==> config.mk <==
export PLATFORM = sky130hd
export DESIGN_NAME = one_shot_tick_timer_unit
export DESIGN_NICKNAME = d
export VERILOG_FILES = /design/src/design/ostt_pkg.sv /design/src/design/ostt_arith.sv /design/src/design/ostt_ctrl.sv /design/src/design/one_shot_tick_timer_unit.sv
export SDC_FILE = /design/constraint.sdc
export NUM_CORES = 1
export LEC_CHECK = 0
export ABC_CLOCK_PERIOD_IN_PS = 7800
export BUFFER_PORTS_ARGS = -buffer_cell sky130_fd_sc_hd__buf_2
export CORE_UTILIZATION = 30
export DETAILED_ROUTE_END_ITERATION = 8
export GPL_TIMING_DRIVEN = 0
export PLACE_DENSITY_LB_ADDON = 0.1
export SETUP_SLACK_MARGIN = 0.5
export SYNTH_ARGS = -nofsm -noshare
export SYNTH_HDL_FRONTEND = slang
export SYNTH_HIERARCHICAL = 1
export SYNTH_SLANG_ARGS = --single-unit
export TNS_END_PERCENT = 50
==> constraint.sdc <==
create_clock -name clk -period 7.8 [get_ports clk]
set_clock_uncertainty 0.1 [all_clocks]
set_input_delay 0 -clock clk [delete_from_list [all_inputs] [get_ports clk]]
set_output_delay 0 -clock clk [all_outputs]
set_load 0.01 [all_outputs]
==> src/design/ostt_pkg.sv <==
// ----------------------------------------------------------------------------
// ostt_pkg
// Shared types and constants for the one-shot tick timer.
// ----------------------------------------------------------------------------
package ostt_pkg;

	localparam int unsigned DATA_W     = 32;
	localparam int unsigned PERIOD_W   = 16;
	localparam int unsigned DIV_STEPS  = DATA_W;
	localparam int unsigned MUL_STEPS  = PERIOD_W;
	localparam int unsigned STEP_W     = $clog2(DIV_STEPS);
	localparam int unsigned PADDR_W    = 3;

	// register index as seen on paddr[2]
	localparam logic REG_TICK_PERIOD = 1'b0;

	typedef enum logic [1:0] {
		MODE_STOPPED = 2'd0,
		MODE_RUNNING = 2'd1,
		MODE_HALTED  = 2'd2,
		MODE_EXPIRED = 2'd3
	} mode_t;

	typedef enum logic [2:0] {
		OP_TICK     = 3'd0,
		OP_START    = 3'd1,
		OP_RESET    = 3'd2,
		OP_HALT     = 3'd3,
		OP_RESTART  = 3'd4,
		OP_STOP     = 3'd5,
		OP_CONTINUE = 3'd6
	} op_t;

	typedef enum logic [4:0] {
		ST_IDLE  = 5'b00001,
		ST_DIV   = 5'b00010,
		ST_MULGO = 5'b00100,
		ST_MUL   = 5'b01000,
		ST_DONE  = 5'b10000
	} state_t;

	typedef struct packed {
		logic                start_div;
		logic                start_mul;
		logic [DATA_W-1:0]   dividend;
		logic [PERIOD_W-1:0] divisor;
		logic [DATA_W-1:0]   multiplicand;
		logic [PERIOD_W-1:0] multiplier;
	} unit_cmd_t;

	typedef struct packed {
		logic              done;
		logic [DATA_W-1:0] quotient;
		logic [DATA_W-1:0] product;
	} unit_sts_t;

endpackage

==> src/design/ostt_arith.sv <==
// ----------------------------------------------------------------------------
// ostt_arith
// Shared serial unit: restoring divide (one quotient bit per cycle) and
// shift-add multiply (one multiplier bit per cycle) on a single adder.
// ----------------------------------------------------------------------------
module ostt_arith (
	input  logic               clk,
	input  logic               arst_n,
	input  ostt_pkg::unit_cmd_t cmd,
	output ostt_pkg::unit_sts_t sts
);
	import ostt_pkg::*;

	logic                busy_q;
	logic                done_q;
	logic                is_div_q;
	logic [STEP_W-1:0]   step_q;
	logic [PERIOD_W-1:0] rem_q;
	logic [PERIOD_W-1:0] dsor_q;
	logic [DATA_W-1:0]   dvd_q;
	logic [DATA_W-1:0]   acc_q;
	logic [DATA_W-1:0]   mcand_q;
	logic [PERIOD_W-1:0] mplier_q;

	logic [PERIOD_W:0]   rem_sh;
	logic [DATA_W-1:0]   add_a;
	logic [DATA_W-1:0]   add_b;
	logic                add_cin;
	logic [DATA_W:0]     sum;
	logic [STEP_W-1:0]   last_step;

	assign rem_sh = {rem_q, dvd_q[DATA_W-1]};

	// divide: rem_sh - divisor, carry out means no borrow
	always_comb begin
		if (is_div_q) begin
			add_a   = {{(DATA_W-PERIOD_W-1){1'b0}}, rem_sh};
			add_b   = ~{{(DATA_W-PERIOD_W){1'b0}}, dsor_q};
			add_cin = 1'b1;
		end else begin
			add_a   = acc_q;
			add_b   = mplier_q[0] ? mcand_q : '0;
			add_cin = 1'b0;
		end
	end

	assign sum = {1'b0, add_a} + {1'b0, add_b} + {{DATA_W{1'b0}}, add_cin};

	assign last_step = is_div_q ? STEP_W'(DIV_STEPS - 1) : STEP_W'(MUL_STEPS - 1);

	always_ff @(posedge clk or negedge arst_n) begin
		if (!arst_n) begin
			busy_q   <= 1'b0;
			done_q   <= 1'b0;
			is_div_q <= 1'b0;
			step_q   <= '0;
		end else begin
			done_q <= 1'b0;
			if (cmd.start_div || cmd.start_mul) begin
				busy_q   <= 1'b1;
				is_div_q <= cmd.start_div;
				step_q   <= '0;
			end else if (busy_q) begin
				step_q <= step_q + STEP_W'(1);
				if (step_q == last_step) begin
					busy_q <= 1'b0;
					done_q <= 1'b1;
				end
			end
		end
	end

	always_ff @(posedge clk) begin
		if (cmd.start_div) begin
			rem_q  <= '0;
			dvd_q  <= cmd.dividend;
			dsor_q <= cmd.divisor;
		end else if (cmd.start_mul) begin
			acc_q    <= '0;
			mcand_q  <= cmd.multiplicand;
			mplier_q <= cmd.multiplier;
		end else if (busy_q) begin
			if (is_div_q) begin
				if (sum[DATA_W]) begin
					rem_q <= sum[PERIOD_W-1:0];
				end else begin
					rem_q <= rem_sh[PERIOD_W-1:0];
				end
				dvd_q <= {dvd_q[DATA_W-2:0], sum[DATA_W]};
			end else begin
				acc_q    <= sum[DATA_W-1:0];
				mcand_q  <= {mcand_q[DATA_W-2:0], 1'b0};
				mplier_q <= {1'b0, mplier_q[PERIOD_W-1:1]};
			end
		end
	end

	assign sts.done     = done_q;
	assign sts.quotient = dvd_q;
	assign sts.product  = acc_q;

endmodule

==> src/design/ostt_ctrl.sv <==
// ----------------------------------------------------------------------------
// ostt_ctrl
// Mode rules, sequencer for the shared unit and the result register.
// ----------------------------------------------------------------------------
module ostt_ctrl (
	input  logic                          clk,
	input  logic                          arst_n,
	input  logic                          cmd_valid,
	output logic                          cmd_ready,
	input  logic [2:0]                    op,
	input  logic [ostt_pkg::DATA_W-1:0]   duration,
	input  logic [ostt_pkg::PERIOD_W-1:0] tick_period,
	output logic                          rsp_valid,
	input  logic                          rsp_ready,
	output logic                          accepted,
	output logic [1:0]                    mode,
	output logic [ostt_pkg::DATA_W-1:0]   elapsed_ms,
	output ostt_pkg::unit_cmd_t           ucmd,
	input  ostt_pkg::unit_sts_t           usts
);
	import ostt_pkg::*;

	state_t            state_q;
	mode_t             mode_q;
	logic [DATA_W-1:0] count_q;
	logic [DATA_W-1:0] target_q;
	logic              ok_q;
	logic              rsp_valid_q;
	logic              rsp_ok_q;
	mode_t             rsp_mode_q;
	logic [DATA_W-1:0] rsp_elapsed_q;

	mode_t             mode_nxt;
	logic [DATA_W-1:0] cnt_nxt;
	logic [DATA_W-1:0] cnt_inc;
	logic              ok_nxt;
	logic              go_div;
	logic              cmd_take;
	logic              rsp_free;

	assign cnt_inc   = count_q + DATA_W'(1);
	assign cmd_ready = (state_q == ST_IDLE);
	assign cmd_take  = cmd_valid && cmd_ready;
	assign rsp_free  = !rsp_valid_q || rsp_ready;

	always_comb begin
		mode_nxt = mode_q;
		cnt_nxt  = count_q;
		ok_nxt   = 1'b0;
		go_div   = 1'b0;
		case (op_t'(op))
			OP_TICK: begin
				if (mode_q == MODE_RUNNING) begin
					cnt_nxt = cnt_inc;
					ok_nxt  = 1'b1;
					if (cnt_inc == target_q) begin
						mode_nxt = MODE_EXPIRED;
					end
				end
			end
			OP_START: begin
				if (mode_q == MODE_STOPPED) begin
					if (duration == '0) begin
						mode_nxt = MODE_EXPIRED;
						ok_nxt   = 1'b1;
					end else if (tick_period != '0) begin
						// outcome decided by the quotient: zero means too short
						go_div = 1'b1;
					end
				end
			end
			OP_RESET: begin
				if (mode_q inside {MODE_STOPPED, MODE_EXPIRED}) begin
					cnt_nxt  = '0;
					mode_nxt = MODE_STOPPED;
					ok_nxt   = 1'b1;
				end
			end
			OP_HALT: begin
				if (mode_q == MODE_RUNNING) begin
					mode_nxt = MODE_HALTED;
					ok_nxt   = 1'b1;
				end
			end
			OP_RESTART: begin
				if (mode_q != MODE_STOPPED) begin
					cnt_nxt  = '0;
					mode_nxt = MODE_RUNNING;
					ok_nxt   = 1'b1;
				end
			end
			OP_STOP: begin
				if (mode_q != MODE_EXPIRED) begin
					cnt_nxt  = '0;
					mode_nxt = MODE_STOPPED;
					ok_nxt   = 1'b1;
				end
			end
			OP_CONTINUE: begin
				if (mode_q == MODE_HALTED) begin
					mode_nxt = MODE_RUNNING;
					ok_nxt   = 1'b1;
				end
			end
			default: begin
			end
		endcase
	end

	assign ucmd.start_div    = cmd_take && go_div;
	assign ucmd.start_mul    = (state_q == ST_MULGO);
	assign ucmd.dividend     = duration;
	assign ucmd.divisor      = tick_period;
	assign ucmd.multiplicand = count_q;
	assign ucmd.multiplier   = tick_period;

	always_ff @(posedge clk or negedge arst_n) begin
		if (!arst_n) begin
			state_q     <= ST_IDLE;
			mode_q      <= MODE_STOPPED;
			count_q     <= '0;
			target_q    <= '0;
			ok_q        <= 1'b0;
			rsp_valid_q <= 1'b0;
		end else begin
			if (state_q == ST_DONE && rsp_free) begin
				rsp_valid_q <= 1'b1;
			end else if (rsp_valid_q && rsp_ready) begin
				rsp_valid_q <= 1'b0;
			end
			case (state_q)
				ST_IDLE: begin
					if (cmd_valid) begin
						mode_q  <= mode_nxt;
						count_q <= cnt_nxt;
						ok_q    <= ok_nxt;
						state_q <= go_div ? ST_DIV : ST_MULGO;
					end
				end
				ST_DIV: begin
					if (usts.done) begin
						if (usts.quotient != '0) begin
							target_q <= usts.quotient;
							mode_q   <= MODE_RUNNING;
							ok_q     <= 1'b1;
						end
						state_q <= ST_MULGO;
					end
				end
				ST_MULGO: begin
					state_q <= ST_MUL;
				end
				ST_MUL: begin
					if (usts.done) begin
						state_q <= ST_DONE;
					end
				end
				ST_DONE: begin
					if (rsp_free) begin
						state_q <= ST_IDLE;
					end
				end
				default: begin
					state_q <= ST_IDLE;
				end
			endcase
		end
	end

	always_ff @(posedge clk) begin
		if (state_q == ST_DONE && rsp_free) begin
			rsp_ok_q      <= ok_q;
			rsp_mode_q    <= mode_q;
			rsp_elapsed_q <= usts.product;
		end
	end

	assign rsp_valid  = rsp_valid_q;
	assign accepted   = rsp_ok_q;
	assign mode       = rsp_mode_q;
	assign elapsed_ms = rsp_elapsed_q;

endmodule

==> src/design/one_shot_tick_timer_unit.sv <==
// ----------------------------------------------------------------------------
// one_shot_tick_timer_unit
// Command-driven one-shot timer with a serial divider/multiplier.
// ----------------------------------------------------------------------------
//  port group   direction  handshake              payload
//  cmd          in         cmd_valid / cmd_ready  op, duration
//  rsp          out        rsp_valid / rsp_ready  accepted, mode, elapsed_ms
//  apb          in/out     psel / penable         paddr, pwdata in; prdata out
//
//  A start in stopped mode with nonzero duration and period runs a 32-step
//  divide, then a 16-step multiply for elapsed time. Every other command
//  runs the 16-step multiply only. Both use the single adder in ostt_arith.
//  cmd_ready is high only while idle; a result not yet taken holds the
//  finished item until rsp is free. Reset clears mode, count and target and
//  sets the period to 1.
// ----------------------------------------------------------------------------
module one_shot_tick_timer_unit (
	input  logic                         clk,
	input  logic                         arst_n,
	input  logic                         cmd_valid,
	output logic                         cmd_ready,
	input  logic [2:0]                   op,
	input  logic [31:0]                  duration,
	output logic                         rsp_valid,
	input  logic                         rsp_ready,
	output logic                         accepted,
	output logic [1:0]                   mode,
	output logic [31:0]                  elapsed_ms,
	input  logic                         psel,
	input  logic                         penable,
	input  logic                         pwrite,
	input  logic [ostt_pkg::PADDR_W-1:0] paddr,
	input  logic [31:0]                  pwdata,
	output logic [31:0]                  prdata,
	output logic                         pready
);
	import ostt_pkg::*;

	logic [PERIOD_W-1:0] tick_period_q;
	logic                reg_hit;
	unit_cmd_t           ucmd;
	unit_sts_t           usts;

	assign pready  = 1'b1;
	assign reg_hit = (paddr[2] == REG_TICK_PERIOD);

	always_ff @(posedge clk or negedge arst_n) begin
		if (!arst_n) begin
			tick_period_q <= PERIOD_W'(1);
		end else if (psel && penable && pwrite && pready && reg_hit) begin
			tick_period_q <= pwdata[PERIOD_W-1:0];
		end
	end

	assign prdata = reg_hit ? {{(32-PERIOD_W){1'b0}}, tick_period_q} : '0;

	ostt_ctrl u_ctrl (
		.clk        (clk),
		.arst_n     (arst_n),
		.cmd_valid  (cmd_valid),
		.cmd_ready  (cmd_ready),
		.op         (op),
		.duration   (duration),
		.tick_period(tick_period_q),
		.rsp_valid  (rsp_valid),
		.rsp_ready  (rsp_ready),
		.accepted   (accepted),
		.mode       (mode),
		.elapsed_ms (elapsed_ms),
		.ucmd       (ucmd),
		.usts       (usts)
	);

	ostt_arith u_arith (
		.clk   (clk),
		.arst_n(arst_n),
		.cmd   (ucmd),
		.sts   (usts)
	);

endmodule

Yosys cells after proc, flatten, opt, wreduce, memory -nomap -nowiden
Index checks and enable logic that the tools add are counted.

operators by class
  add/subtract/negate cells = 4
  eq/ne operators = 38
  multiplexer cells = 70
  bitwise gates (word level) = 4
  reductions and logical operators = 33

operators by type and width
  operator                                                          number
  32-bit two-way mux                                                16
  32-bit case mux with 4 select lines                               1
  16-bit two-way mux                                                5
  5-bit two-way mux                                                 7
  32-bit by 32-bit adder with 33-bit output                         1
  33-bit by 1-bit adder with 33-bit output                          1
  32-bit by 1-bit adder with 32-bit output (second input constant)  1
  32-bit == test                                                    1
  32-bit logical NOT                                                1
  16-bit NOT with 32-bit output                                     1
  32-bit nonzero test                                               1
  3-bit != test (second input constant)                             9
  5-bit case mux with 5 select lines                                1
  2-bit two-way mux                                                 12
  1-bit two-way mux                                                 23
  2-bit by 1-bit != test with 1-bit output (second input constant)  8
  16-bit nonzero test                                               1
  2-bit nonzero test                                                8
  2-bit case mux with 7 select lines                                1
  14-bit AND reduction                                              1
  3-bit AND reduction                                               4
  3-bit == test (second input constant)                             3
  2-bit != test (second input constant)                             4
  8-bit != test (second input constant)                             1
  other kinds (25)                                                  37

storage, ports and cells
  register bits after elaboration = 276
  output and inout bits = 70
  logic and storage cells = 169

Depth between registers and ports, before layout
Gate-level depths: netlist of the first run.

  word-level depth = 8
  depth in mapped cells = 17

Hierarchy
Netlist of the first run, hierarchy kept.

by module, submodules not included
  module                    times used  cells an instance  area an instance (um^2)  sequential area each (um^2)
  ostt_arith                1           757                8473.1                   4364.2
  ostt_ctrl                 1           608                6291.0                   2879.0
  one_shot_tick_timer_unit  1           70                 900.9                    401.6

Worst setup path before layout of the first run
Ideal clock, no wire load.

  path type = flip-flop to flip-flop
  start = register u_ctrl.state_q[0]
  end = register u_arith.acc_q[0] (enable)
  library setup time = 0.519 ns
  arrival = 5.117 ns
  slack = 2.065 ns
  stages on the path, launching flop included = 9
  cells stage by stage = dfstp_2 clkbuf_1 or3b_4 clkinv_2 nand2_2 nor2_1 clkbuf_1 or2_2 nor2_1

RTL lines
  what                    RTL line          RTL
  start, declared         ostt_ctrl.sv:23   state_t state_q;
  start signal, assigned  ostt_ctrl.sv:137  state_q <= go_div ? ST_DIV : ST_MULGO;
  end signal, assigned    ostt_arith.sv:91  acc_q <= sum[DATA_W-1:0];
  end, declared           ostt_arith.sv:21  logic [DATA_W-1:0] acc_q;

==> results of run 1 <==
## worst max-delay path, stage by stage (launching register included)
cell,delay [ns]
dfrtp_1,0.47
nor4_1,0.42
nand4_1,0.38
o2111ai_1,0.32
nor2_2,0.13
clkbuf_1,0.44
a21oi_1,0.78
clkbuf_1,0.72
inv_1,0.81
## synth_stat cells, types with 10 or more instances
| master | n |
|---|---|
| mux2i_1 | 12 |
| nor3_1 | 33 |
| nor4_1 | 25 |
| xor2_1 | 35 |
| mux2_2 | 133 |
| nand2_1 | 137 |
| a21o_1 | 28 |
| a21oi_1 | 41 |
| buf_2 | 15 |
| dfxtp_1 | 16 |
| a221o_1 | 12 |
| o21ai_0 | 64 |
| edfxtp_1 | 163 |
| buf_4 | 82 |
| o21ai_1 | 16 |
| nand3_1 | 22 |
| nand2b_1 | 11 |
| nor2_1 | 115 |
| mux2_4 | 10 |
| nor2b_1 | 33 |
| ha_1 | 37 |
| clkbuf_1 | 45 |
| nand4_1 | 29 |
| o31ai_1 | 21 |
| xnor2_1 | 38 |
| dfrtp_1 | 95 |
| inv_1 | 13 |
## repair_timing
item / CTS / global route
hold endpoints to repair: 158 / 0
hold buffers: 73 / 0
endpoints found under the setup margin: 0 / 0
## flip-flops by register name, summed over array words and instances, names as in the netlist, 2 cells and up
name               cells
u_ctrl/mode            2
u_arith/step_q         5
u_arith/acc_q         32
u_arith/dsor_q        16
u_arith/rem_q         16
tick_period_q         16
u_arith/mcand_q       32
u_arith/mplier_q      16
u_arith/dvd_q         32
u_ctrl/target_q       32
u_ctrl/count_q        32
u_ctrl/mode_q          2
u_ctrl/elapsed_ms     32
u_ctrl/state_q         5
## path summary, 6_finish.rpt
| path | slack, ns | to | cells past startpoint |
|---|---|---|---|
| max | 2.71 | u_arith/dvd_q[14] | 8 |
| min | 0.13 | u_ctrl/state_q[0] | 3 |
| max reg2reg | 2.71 | u_arith/dvd_q[14] | 8 |
| min reg2reg | 0.35 | u_ctrl/elapsed_ms[12] | 0 |
| max in group asynchronous | 6.80 | tick_period_q[0] | 4 |
| min in group asynchronous | 0.43 | u_ctrl/mode_q[1] | 4 |
## layout make-up
type,count,share of cell area [%]
Clock buffer,49,5.47
Clock inverter,15,0.723
Timing Repair Buffer,188,7.46
Tap cell,680,4.43
Sequential cell,276,39.8
Inverter,15,0.300
Multi-Input combinational cell,1005,36.9
Buffer,154,4.94
## cells by family after synthesis
family          Yosys count
buf+inv                 169
mux                     155
simple gates            472
other cells               2
fa+ha+maj                39
flops                   276
compound gates          249
xor+xnor                 73
## layout by cell type (no fill, tap or decap), types with 9 or more instances in the layout
cell type	Yosys	routed
edfxtp_1	163	163
nand2_1	137	137
mux2_2	133	133
buf_2	15	123
nor2_1	115	112
dfrtp_1	95	95
buf_4	82	83
dlygate4sd3_1	0	72
o21ai_0	64	64
clkbuf_1	45	49
a21oi_1	41	41
xnor2_1	38	38
clkbuf_16	0	37
ha_1	37	37
xor2_1	35	35
nor2b_1	33	33
nor3_1	33	33
nand4_1	29	29
a21o_1	28	28
nor4_1	25	25
nand3_1	22	22
o31ai_1	21	21
conb_1	2	17
o21ai_1	16	16
dfxtp_1	16	16
inv_1	13	13
mux2i_1	12	12
a221o_1	12	12
nand2b_1	11	11
mux2_4	10	10
o211ai_1	9	9
## metrics by stage
step	power, uW	hold slack, ns	instance area (um2)	setup TNS (ns)	setup slack, ns
floorplan	5060	-0.396	15700	0	2.06
finish	7730	0.133	19200	0	2.71
global route	8300	0.163	19200	0	2.23
global placement	6010	0.134	17100	-118.01	-1.48
CTS	7830	0.0913	19200	0	2.52
detailed placement	6060	-0.0532	17300	0	2.56
## routing by layer
metal	routed length, um	up-vias	GRT usage (%)
met5	0	-	0
met4	1080	0	5.48
met3	1330	68	2.20
met2	20000	201	26.3
met1	20000	5479	22.2
li1	-	5644	-
## power by group through the flow
stage,combinational (uW),clock [uW],sequential [uW]
after floorplan,2590,0,2480
after global placement,3370,0,2650
after detailed placement,3460,0,2600
after CTS,3520,1740,2570
after global routing,3890,1780,2630
final,3500,1670,2560
==> insert_results.sql, run 1 <==
INSERT INTO impl_metrics (metric_group, metric, value, unit) VALUES
('setup_path', 'start_kind', 'flop', ''),
('min_path', 'hold_path.class', 'input pin to flop', ''),
('setup_path', 'crit_type', 'flop to flop', ''),
('yosys', 'synthTopCellsByArea', 'edfxtp_1 (31%), dfrtp_1 (15%), mux2_2 (9.6%)', ''),
('yosys', 'synth_simple_gate_area_share', '15.4', '%'),
('yosys', 'dominantRegCellSynth', 'edfxtp_1', ''),
('grt', 'grt_antenna_before_repair', '0', ''),
('final_layout', 'area_added_between_synthesis_and_finish', '22.7', '%'),
('power', 'power.share.switching', '38.3', '%'),
('floorplan', 'placement_rows', '83', ''),
('timing', 'drv_slew', '0', ''),
('yosys', 'netlist.top_cell.by_area', 'edfxtp_1', ''),
('route', 'wire_per_inst', '17.8', 'um'),
('power', 'power.combinational.fraction', '45.2', '%'),
('timing', 'finalCriticalPeriod', '5.09', 'ns'),
('route', 'wl', '42400', 'um'),
('setup_path', 'timing.rr.start', 'tick_period_q[1]', ''),
('clocking', 'cts_post_setup_buffers_inserted', '0', ''),
('route', 'routed_via_density', '4.78', ''),
('floorplan', 'starting_density_of_the_core', '30.5', '%'),
('placement', 'gp_routability_congestion', '0.853', ''),
('grt', 'grt_util_all_layers', '16.2', '%'),
('floorplan', 'io_pins', '147', ''),
('grt', 'grt_overflow', '0', ''),
('grt', 'grt_first_pass_wirelength', '67100', 'um'),
('clocking', 'cts-resized-gates', '0', ''),
('floorplan', 'die_h', '231', 'um'),
('timing', 'period_share', '65.2', '%'),
('final_layout', 'n_antenna_cell', '0', ''),
('setup_path', 'worstPathArrival', '5.05', 'ns'),
('yosys', 'synthMuxAreaShare', '11.3', '%'),
('power', 'sequentialPowerShare', '33.1', '%'),
('route', 'ant_nets', '0', ''),
('grt', 'grt_max_degree', '57', ''),
('timing', 'setup_viol', '0', ''),
('final_layout', 'ff_latch_area', '7640', 'um2'),
('timing', 'hold_violations', '0', ''),
('final_layout', 'final_net_count', '1792', ''),
('yosys', 'netlist-cell-type-count', '90', ''),
('route', 'drt-initial-drc-count', '532', ''),
('yosys', 'synth_fa_ha_area_share', '3.21', '%'),
('min_path', 'worstHoldStart', 'cmd_valid', ''),
('yosys', 'yosysWarningCount', '6', ''),
('setup_path', 'largest_fanout_on_the_critical_path', '32', ''),
('final_layout', 'multi_input_comb_area', '7090', 'um2'),
('power', 'p_leak', '0.00782', 'uW'),
('setup_path', 'worstSetupEndpointType', 'flop', ''),
('yosys', 'synth_sequential_area_ratio', '48.8', '%'),
('route', 'vias', '11392', ''),
('clocking', 'clk-insertion-delay-late', '0.55', 'ns'),
('yosys', 'synth-compound-area-share', '10.8', '%'),
('power', 'worst_ir_drop_vdd', '0.163', 'mV'),
('clocking', 'clkTransAtPathRegs', '0.06', 'ns'),
('yosys', 'dominant_combinational_cell_family_by_area_after_synthesis', 'simple AND/OR/NAND/NOR gates', ''),
('run_status', 'result_of_the_run', 'complete, no violations', ''),
('setup_path', 'required', '7.76', 'ns'),
('yosys', 'synthDominantCellAreaShare', '31.2', '%'),
('floorplan', 'die_width', '231', 'um'),
('power', 'total_switching_power', '2960', 'uW'),
('floorplan', 'core_area', '51400', 'um2'),
('placement', 'post-dp-hpwl', '31600', 'um'),
('yosys', 'number_of_synthesized_flops_with_an_enable_pin', '163', ''),
('placement', 'place_inst', '2245', ''),
('yosys', 'synth_async_sr_flop_share', '35.1', '%'),
('clocking', 'tritoncts', 'done', ''),
('yosys', 'cell_count_after_synthesis', '1435', ''),
('power', 'power.share.clock', '21.7', '%'),
('final_layout', 'postLayoutCoreUtil', '37.4', '%'),
('clocking', 'cts.sink_count', '276', ''),
('final_layout', 'drive_gt1_share', '27.1', '%'),
('clocking', 'htreeDepth', '2', '');
No activity file was read; power rests on OpenSTA's default activity.
==> run 2, diff against run 1 <==
ABC_CLOCK_PERIOD_IN_PS = 5220   (was 7800)
clock period = 5.22 ns   (was 7.8 ns; I/O delays follow)
==> run 2 against run 1 <==
Routed wire length grew 0.26%; total power grew 49%; hold slack lost 0.10 ns; design area is essentially flat; critical path depth grew 9; clock power grew 49%; worst setup slack lost 1.9 ns; final cell count is essentially flat; via count grew 0.41%; critical path type unchanged; highest routed layer unchanged.
==> insert_results.sql, run 2 (synthesis gave the netlist of run 1 again) <==
INSERT INTO impl_metrics (metric_group, metric, value, unit) VALUES
('run_status', 'result_of_the_run', 'complete, no violations', ''),
('setup_path', 'worstPathArrival', '4.71', 'ns'),
('route', 'routed_via_density', '4.80', ''),
('power', 'worst_ir_drop_vdd', '0.229', 'mV'),
('final_layout', 'ff_latch_area', '7640', 'um2'),
('clocking', 'htreeDepth', '2', ''),
('setup_path', 'worstSetupEndpointType', 'flop', ''),
('clocking', 'cts-buffers-inserted', '35', ''),
('clocking', 'cts.sink_count', '276', ''),
('job', 'max_cap_violations', '0', ''),
('clocking', 'clk_root_buffer_cell', 'clkbuf_16', ''),
('timing', 'period_share', '84.3', '%'),
('final_layout', 'mostFrequentLayoutCell', 'edfxtp_1', ''),
('placement', 'buffer_ports.inserted', '109', ''),
('timing', 'finalCriticalPeriod', '4.40', 'ns'),
('floorplan', 'core_area', '51400', 'um2'),
('final_layout', 'multi_input_comb_area', '7090', 'um2'),
('route', 'vias', '11439', ''),
('timing', 'hold_violations', '0', ''),
('route', 'drcViolationCount', '0', ''),
('placement', 'gp_routability_congestion', '0.850', ''),
('grt', 'grt_util_all_layers', '16.1', '%'),
('floorplan', 'io_pins', '147', ''),
('floorplan', 'die-area', '53100', 'um2'),
('setup_path', 'reg2reg_depth', '17', ''),
('power', 'p_leak', '0.00782', 'uW'),
('placement', 'post-dp-hpwl', '31500', 'um'),
('final_layout', 'postLayoutCoreUtil', '37.4', '%'),
('final_layout', 'num-fill-cells', '5193', ''),
('grt', 'grt_first_pass_wirelength', '66700', 'um'),
('floorplan', 'placement_rows', '83', ''),
('power', 'finalPower', '11500', 'uW'),
('timing', 'fmax', '227', 'MHz'),
('grt', 'first_global_vias', '11338', ''),
('floorplan', 'die_h', '231', 'um'),
('timing', 'tns', '0', 'ns'),
('timing', 'timing.max_slew.rel_slack', '42.4', '%'),
('min_path', 'hold_path.class', 'input pin to flop', ''),
('final_layout', 'area_added_between_synthesis_and_finish', '22.7', '%'),
('grt', 'grt_antenna_before_repair', '0', ''),
('floorplan', 'starting_density_of_the_core', '30.5', '%'),
('route', 'ant_nets', '0', ''),
('timing', 'unrepaired_setup_endpoints_after_global_routing', 'true', ''),
('route', 'wire_per_inst', '17.8', 'um'),
('setup_path', 'required', '5.53', 'ns'),
('final_layout', 'n_antenna_cell', '0', ''),
('clocking', 'clkTransAtPathRegs', '0.06', 'ns'),
('clocking', 'clk-insertion-delay-late', '0.55', 'ns'),
('clocking', 'tritoncts', 'done', ''),
('final_layout', 'drive_gt1_share', '27.3', '%'),
('setup_path', 'start_kind', 'flop', ''),
('route', 'wl', '42500', 'um'),
('clocking', 'max-clock-path-buffers', '3', ''),
('timing', 'drv_slew', '0', ''),
('setup_path', 'timing.reg2reg.setup_slack', '0.82', 'ns'),
('floorplan', 'die_width', '231', 'um'),
('route', 'drt-initial-drc-count', '437', ''),
('power', 'power_density', '600', 'nW/um2'),
('timing', 'worst_slew_pin_slew', '0.864', 'ns'),
('min_path', 'whs_path_depth', '3', ''),
('route', 'first_pass_iters', '5', ''),
('setup_path', 'crit_type', 'flop to flop', ''),
('grt', 'grt_overflow', '0', ''),
('placement', 'detailed_place.area', '17300', 'um2'),
('grt', 'grt_max_degree', '62', ''),
('timing', 'setup_viol', '0', ''),
('final_layout', 'final_net_count', '1795', ''),
('setup_path', 'largest_fanout_on_the_critical_path', '10', ''),
('final_layout', 'layout_common_cells', 'edfxtp_1 (163), nand2_1 (137), mux2_2 (133)', ''),
('final_layout', 'design_area', '19200', 'um2');
## run 2: cell count changes in the layout (fill, tap and decap cells not counted), moves of 2 or more
cell,previous run,this run
clkinv_1,0,2
clkbuf_8,8,3
buf_16,4,2
inv_4,2,0
clkinv_2,8,3
buf_4,83,87
buf_12,2,4
clkinvlp_4,3,5
clkbuf_2,0,6
## run 2: critical path, cell delays in order (launching register included)
cell and delay, ns:
dfrtp_1 0.35, clkbuf_2 0.27, nor2b_1 0.17, clkbuf_2 0.19, clkbuf_2 0.26, a2bb2oi_1 0.13
fa_1 0.42, fa_1 0.43, nor2b_1 0.17, o2111ai_1 0.22, a21oi_2 0.26, o21ai_2 0.13
a211o_2 0.34, a21oi_4 0.19, or2_1 0.14, buf_6 0.13, buf_6 0.19, mux2_2 0.17
## run 2: repair_timing
action | CTS | global route
gates resized for setup | 6 | 6
setup buffers | 0 | 4
hold endpoints to repair | 159 | 0
hold buffers | 72 | 0
pin swaps | 0 | 1
gates cloned | 1 | 0
setup endpoints to repair | 52 | 19
## run 2: final cells by class
type | instances | share of cell area [%]
repair buffers | 191 | 7.49
flip-flops and latches | 276 | 39.8
clock inverters | 11 | 0.723
plain buffers | 154 | 4.98
multi-input cells | 1005 | 36.9
repair inverters | 1 | 0.0391
well taps | 680 | 4.43
clock buffers | 51 | 5.36
inverters | 15 | 0.319
## run 2: worst paths after layout
check                                              to              start
worst max register to register       u_arith/dvd_q[0]   u_arith/is_div_q
worst max-delay path                 u_arith/dvd_q[0]   u_arith/is_div_q
max in group asynchronous            tick_period_q[0]             arst_n
worst min register to register  u_ctrl/elapsed_ms[26]  u_arith/acc_q[26]
min in group asynchronous           u_ctrl/state_q[0]             arst_n
worst min-delay path                 u_ctrl/mode_q[0]              op[1]
## run 2: metal layers
metal / track usage [%] / share of wire [%] / up-vias
li1: - / - / 5653
met1: 21.7 / 46 / 5527
met2: 26.7 / 48 / 205
met3: 2.29 / 3.5 / 54
met4: 4.88 / 2.2 / 0
met5: 0 / 0 / -
## run 2: where the power goes
part / total, uW / switching [uW] / internal (uW)
Clock: 2480 / 967 / 1520
Combinational: 5220 / 2960 / 2250
Sequential: 3820 / 473 / 3350
## run 2: per-stage QoR
step                setup WS (ns)  hold slack (ns)  instances
floorplan                   0.820           -0.396       1450
global placement            -1.88            0.133       2239
detailed placement         -0.148          -0.0796       2245
CTS                         0.409          0.00405       2380
global route                0.463           0.0916       2384
finish                      0.819           0.0278       2384
==> run 3, diff against run 2 <==
ABC_CLOCK_PERIOD_IN_PS = 3700   (was 5220)
clock period = 3.7 ns   (was 5.22 ns; I/O delays follow)
==> run 3 against run 2 <==
The run now ends with negative setup slack left; sequential power rose by 42%; combinational power is 72% higher; hold slack improved by 0.12 ns; routed wire length rose by 2.5%; utilization grew 2.6 points; first-iteration DRC count down 4.3%; sequential share of layout area fell by 2.6 points; worst setup slack got worse by 0.82 ns; via count up 2.2%; design area rose by 7.1%; clock-buffer cell count down 1; flip-flop and latch count is the same; critical endpoint is now u_arith/rem_q[5].
==> insert_results.sql, run 3 (synthesis gave the netlist of run 1 again) <==
INSERT INTO impl_metrics (metric_group, metric, value, unit) VALUES
('setup_path', 'largest_fanout_on_the_critical_path', '7', ''),
('setup_path', 'crit_type', 'flop to flop', ''),
('route', 'routed_via_density', '4.79', ''),
('timing', 'fmax', '270', 'MHz'),
('power', 'power_density', '865', 'nW/um2'),
('setup_path', 'critical-path-max-stage-delay', '0.40', 'ns'),
('clocking', 'cts-buffers-inserted', '36', ''),
('setup_path', 'crit_chain', 'buf_8 -> nor2b_1 -> buf_4 -> buf_8 -> a2bb2oi_4 -> fa_2 -> fa_2 -> nor2b_4 -> o2111ai_4 -> a21oi_4 -> o21ai_4 -> a211o_4 -> a21oi_4 -> buf_6 -> buf_6 -> nor3_2 -> a221o_1', ''),
('run_status', 'result_of_the_run', 'finished, violations left', ''),
('placement', 'post-place-ws', '-0.887', 'ns'),
('clocking', 'clkTransAtPathRegs', '0.06', 'ns'),
('final_layout', 'design_area', '20600', 'um2'),
('route', 'drt-initial-drc-count', '418', ''),
('final_layout', 'area_added_between_synthesis_and_finish', '31.3', '%'),
('setup_path', 'timing.rr.end', 'u_arith/rem_q[5]', ''),
('power', 'power.share.clock', '19.1', '%'),
('power', 'worst_ir_drop_vdd', '0.403', 'mV'),
('timing', 'period_share', '100', '%'),
('clocking', 'max-clock-path-buffers', '3', ''),
('min_path', 'worstHoldStart', 'cmd_valid', ''),
('floorplan', 'core_area', '51400', 'um2'),
('setup_path', 'setup.worst_path.start', 'u_arith/is_div_q', ''),
('timing', 'hold_ws', '0.153', 'ns'),
('grt', 'grt_max_degree', '63', ''),
('setup_path', 'required', '4.03', 'ns'),
('final_layout', 'drive_gt1_share', '36.6', '%'),
('timing', 'fin_ws', '-0.000854', 'ns'),
('floorplan', 'die_width', '231', 'um'),
('timing', 'finalCriticalPeriod', '3.70', 'ns'),
('timing', 'setup_viol', '1', ''),
('placement', 'gp_routability_congestion', '0.864', ''),
('route', 'first_pass_iters', '5', ''),
('timing', 'drv_slew', '0', ''),
('timing', 'timing.max_slew.rel_slack', '54.4', '%'),
('setup_path', 'cpMaxStageDelayCell', 'fa_2', ''),
('final_layout', 'final_net_count', '1852', ''),
('floorplan', 'die_h', '231', 'um'),
('final_layout', 'postLayoutCoreUtil', '40.0', '%'),
('setup_path', 'critical_path_sink', 'u_arith/rem_q[5]', ''),
('route', 'vias', '11692', ''),
('final_layout', 'mostFrequentLayoutCell', 'edfxtp_1', ''),
('route', 'drcViolationCount', '0', ''),
('setup_path', 'reg2reg_depth', '17', ''),
('power', 'total_switching_power', '6860', 'uW'),
('grt', 'grt_antenna_before_repair', '0', ''),
('clocking', 'htreeDepth', '2', ''),
('floorplan', 'io_pins', '147', ''),
('min_path', 'hold_path.class', 'input pin to flop', ''),
('clocking', 'clk_root_buffer_cell', 'clkbuf_16', ''),
('floorplan', 'placement_rows', '83', ''),
('setup_path', 'timing.rr.start', 'u_arith/is_div_q', ''),
('route', 'wl', '43600', 'um'),
('placement', 'detailed_place.area', '17300', 'um2'),
('grt', 'first_global_vias', '11645', ''),
('job', 'max_cap_violations', '0', ''),
('setup_path', 'worstPathArrival', '4.03', 'ns'),
('floorplan', 'starting_density_of_the_core', '30.5', '%'),
('setup_path', 'timing.reg2reg.setup_slack', '-0.0009', 'ns'),
('power', 'power.combinational.fraction', '50.5', '%'),
('clocking', 'tritoncts', 'done', ''),
('setup_path', 'worstSetupEndpointType', 'flop', ''),
('timing', 'hold_violations', '0', ''),
('timing', 'worst_slew_pin_slew', '0.681', 'ns'),
('power', 'power.share.switching', '38.5', '%'),
('power', 'p_leak', '0.00839', 'uW'),
('placement', 'post-dp-hpwl', '31800', 'um'),
('floorplan', 'die-area', '53100', 'um2'),
('power', 'sequentialPowerShare', '30.4', '%'),
('clocking', 'cts.sink_count', '276', ''),
('setup_path', 'start_kind', 'flop', ''),
('placement', 'buffer_ports.inserted', '109', ''),
('route', 'wire_per_inst', '17.8', 'um'),
('run_status', 'violations_in_the_final_reports', 'negative setup slack', ''),
('grt', 'grt_overflow', '0', ''),
('grt', 'grt_first_pass_wirelength', '67900', 'um'),
('grt', 'grt_util_all_layers', '16.4', '%'),
('clocking', 'clk-insertion-delay-late', '0.55', 'ns'),
('power', 'power_report.internal_total', '10900', 'uW'),
('final_layout', 'n_antenna_cell', '0', ''),
('final_layout', 'layout_common_cells', 'edfxtp_1 (163), mux2_2 (132), nand2_1 (132)', ''),
('route', 'ant_nets', '0', ''),
('timing', 'unrepaired_setup_endpoints_after_global_routing', 'true', '');
## run 3: cell count changes in the layout (fill, tap and decap cells not counted), sizes merged
cell,before,now
bufinv,3,1
buf,229,286
clkbuf,96,94
inv,13,14
clkinv,6,10
## run 3: worst max-delay path: cells and delay by family (launching register included)
kind                       cells  cell delay [ns]
DFF                            1             0.38
adders and majority gates      2             0.77
AOI/OAI and AO/OA              7             1.32
and+or+nand+nor                3             0.30
buffers and inverters          5             0.70
## run 3: worst min path at each step
stage	endpoint	cells after the start	slack, ns
after floorplan	tick_period_q[10]	0	-0.40
after global placement	tick_period_q[3]	2	0.13
after detailed placement	u_ctrl/mode_q[1]	1	-0.09
after CTS	u_ctrl/state_q[0]	3	0.12
after global routing	u_ctrl/state_q[0]	3	0.19
final	u_ctrl/state_q[0]	3	0.15
## run 3: stage by stage
stage | setup TNS (ns) | power, uW | std cells
3_3_place_gp | -140.15 | 12700 | 2239
3_5_place_dp | -43.81 | 12900 | 2244
5_1_grt | -2.26 | 19000 | 2442
2_1_floorplan | 0 | 10700 | 1450
4_1_cts | -2.41 | 17400 | 2427
6_report | -0.000854 | 17800 | 2442
## run 3: what timing repair did
item                                   in CTS  in global routing
endpoints found under the hold margin     157                  0
setup endpoints to repair                 224                178
buffers inserted                           44                 15
cloned                                      3                  0
pin swaps                                  54                 50
gates resized for setup                   104                 97
hold buffers                               72                  0
## run 3: power groups by stage
stage	registers (uW)	logic, uW	clock network [uW]
2_1_floorplan	5180	5520	0
3_3_place_gp	5490	7180	0
3_5_place_dp	5480	7380	0
4_1_cts	5430	8430	3520
5_1_grt	5570	9830	3620
6_report	5420	8990	3400
## run 3: metal layers
layer / GRT usage, % / up-vias / wire length (um)
li1: - / 5771 / -
met4: 5.57 / 0 / 1110
met3: 2.43 / 60 / 1640
met2: 27.3 / 209 / 20900
met1: 21.8 / 5652 / 20000
met5: 0 / - / 0
## run 3: layout make-up
| type | count | area (um2) |
|---|---|---|
| Fill cell | 5047 | 30800 |
| Multi-Input combinational cell | 1005 | 7800 |
| Sequential cell | 276 | 7650 |
| Timing Repair Buffer | 247 | 1980 |
| Buffer | 154 | 1080 |
| Clock buffer | 50 | 1040 |
| Tap cell | 680 | 851 |
| Clock inverter | 14 | 98.8 |
| Inverter | 15 | 65.1 |
| Timing Repair inverter | 1 | 7.51 |
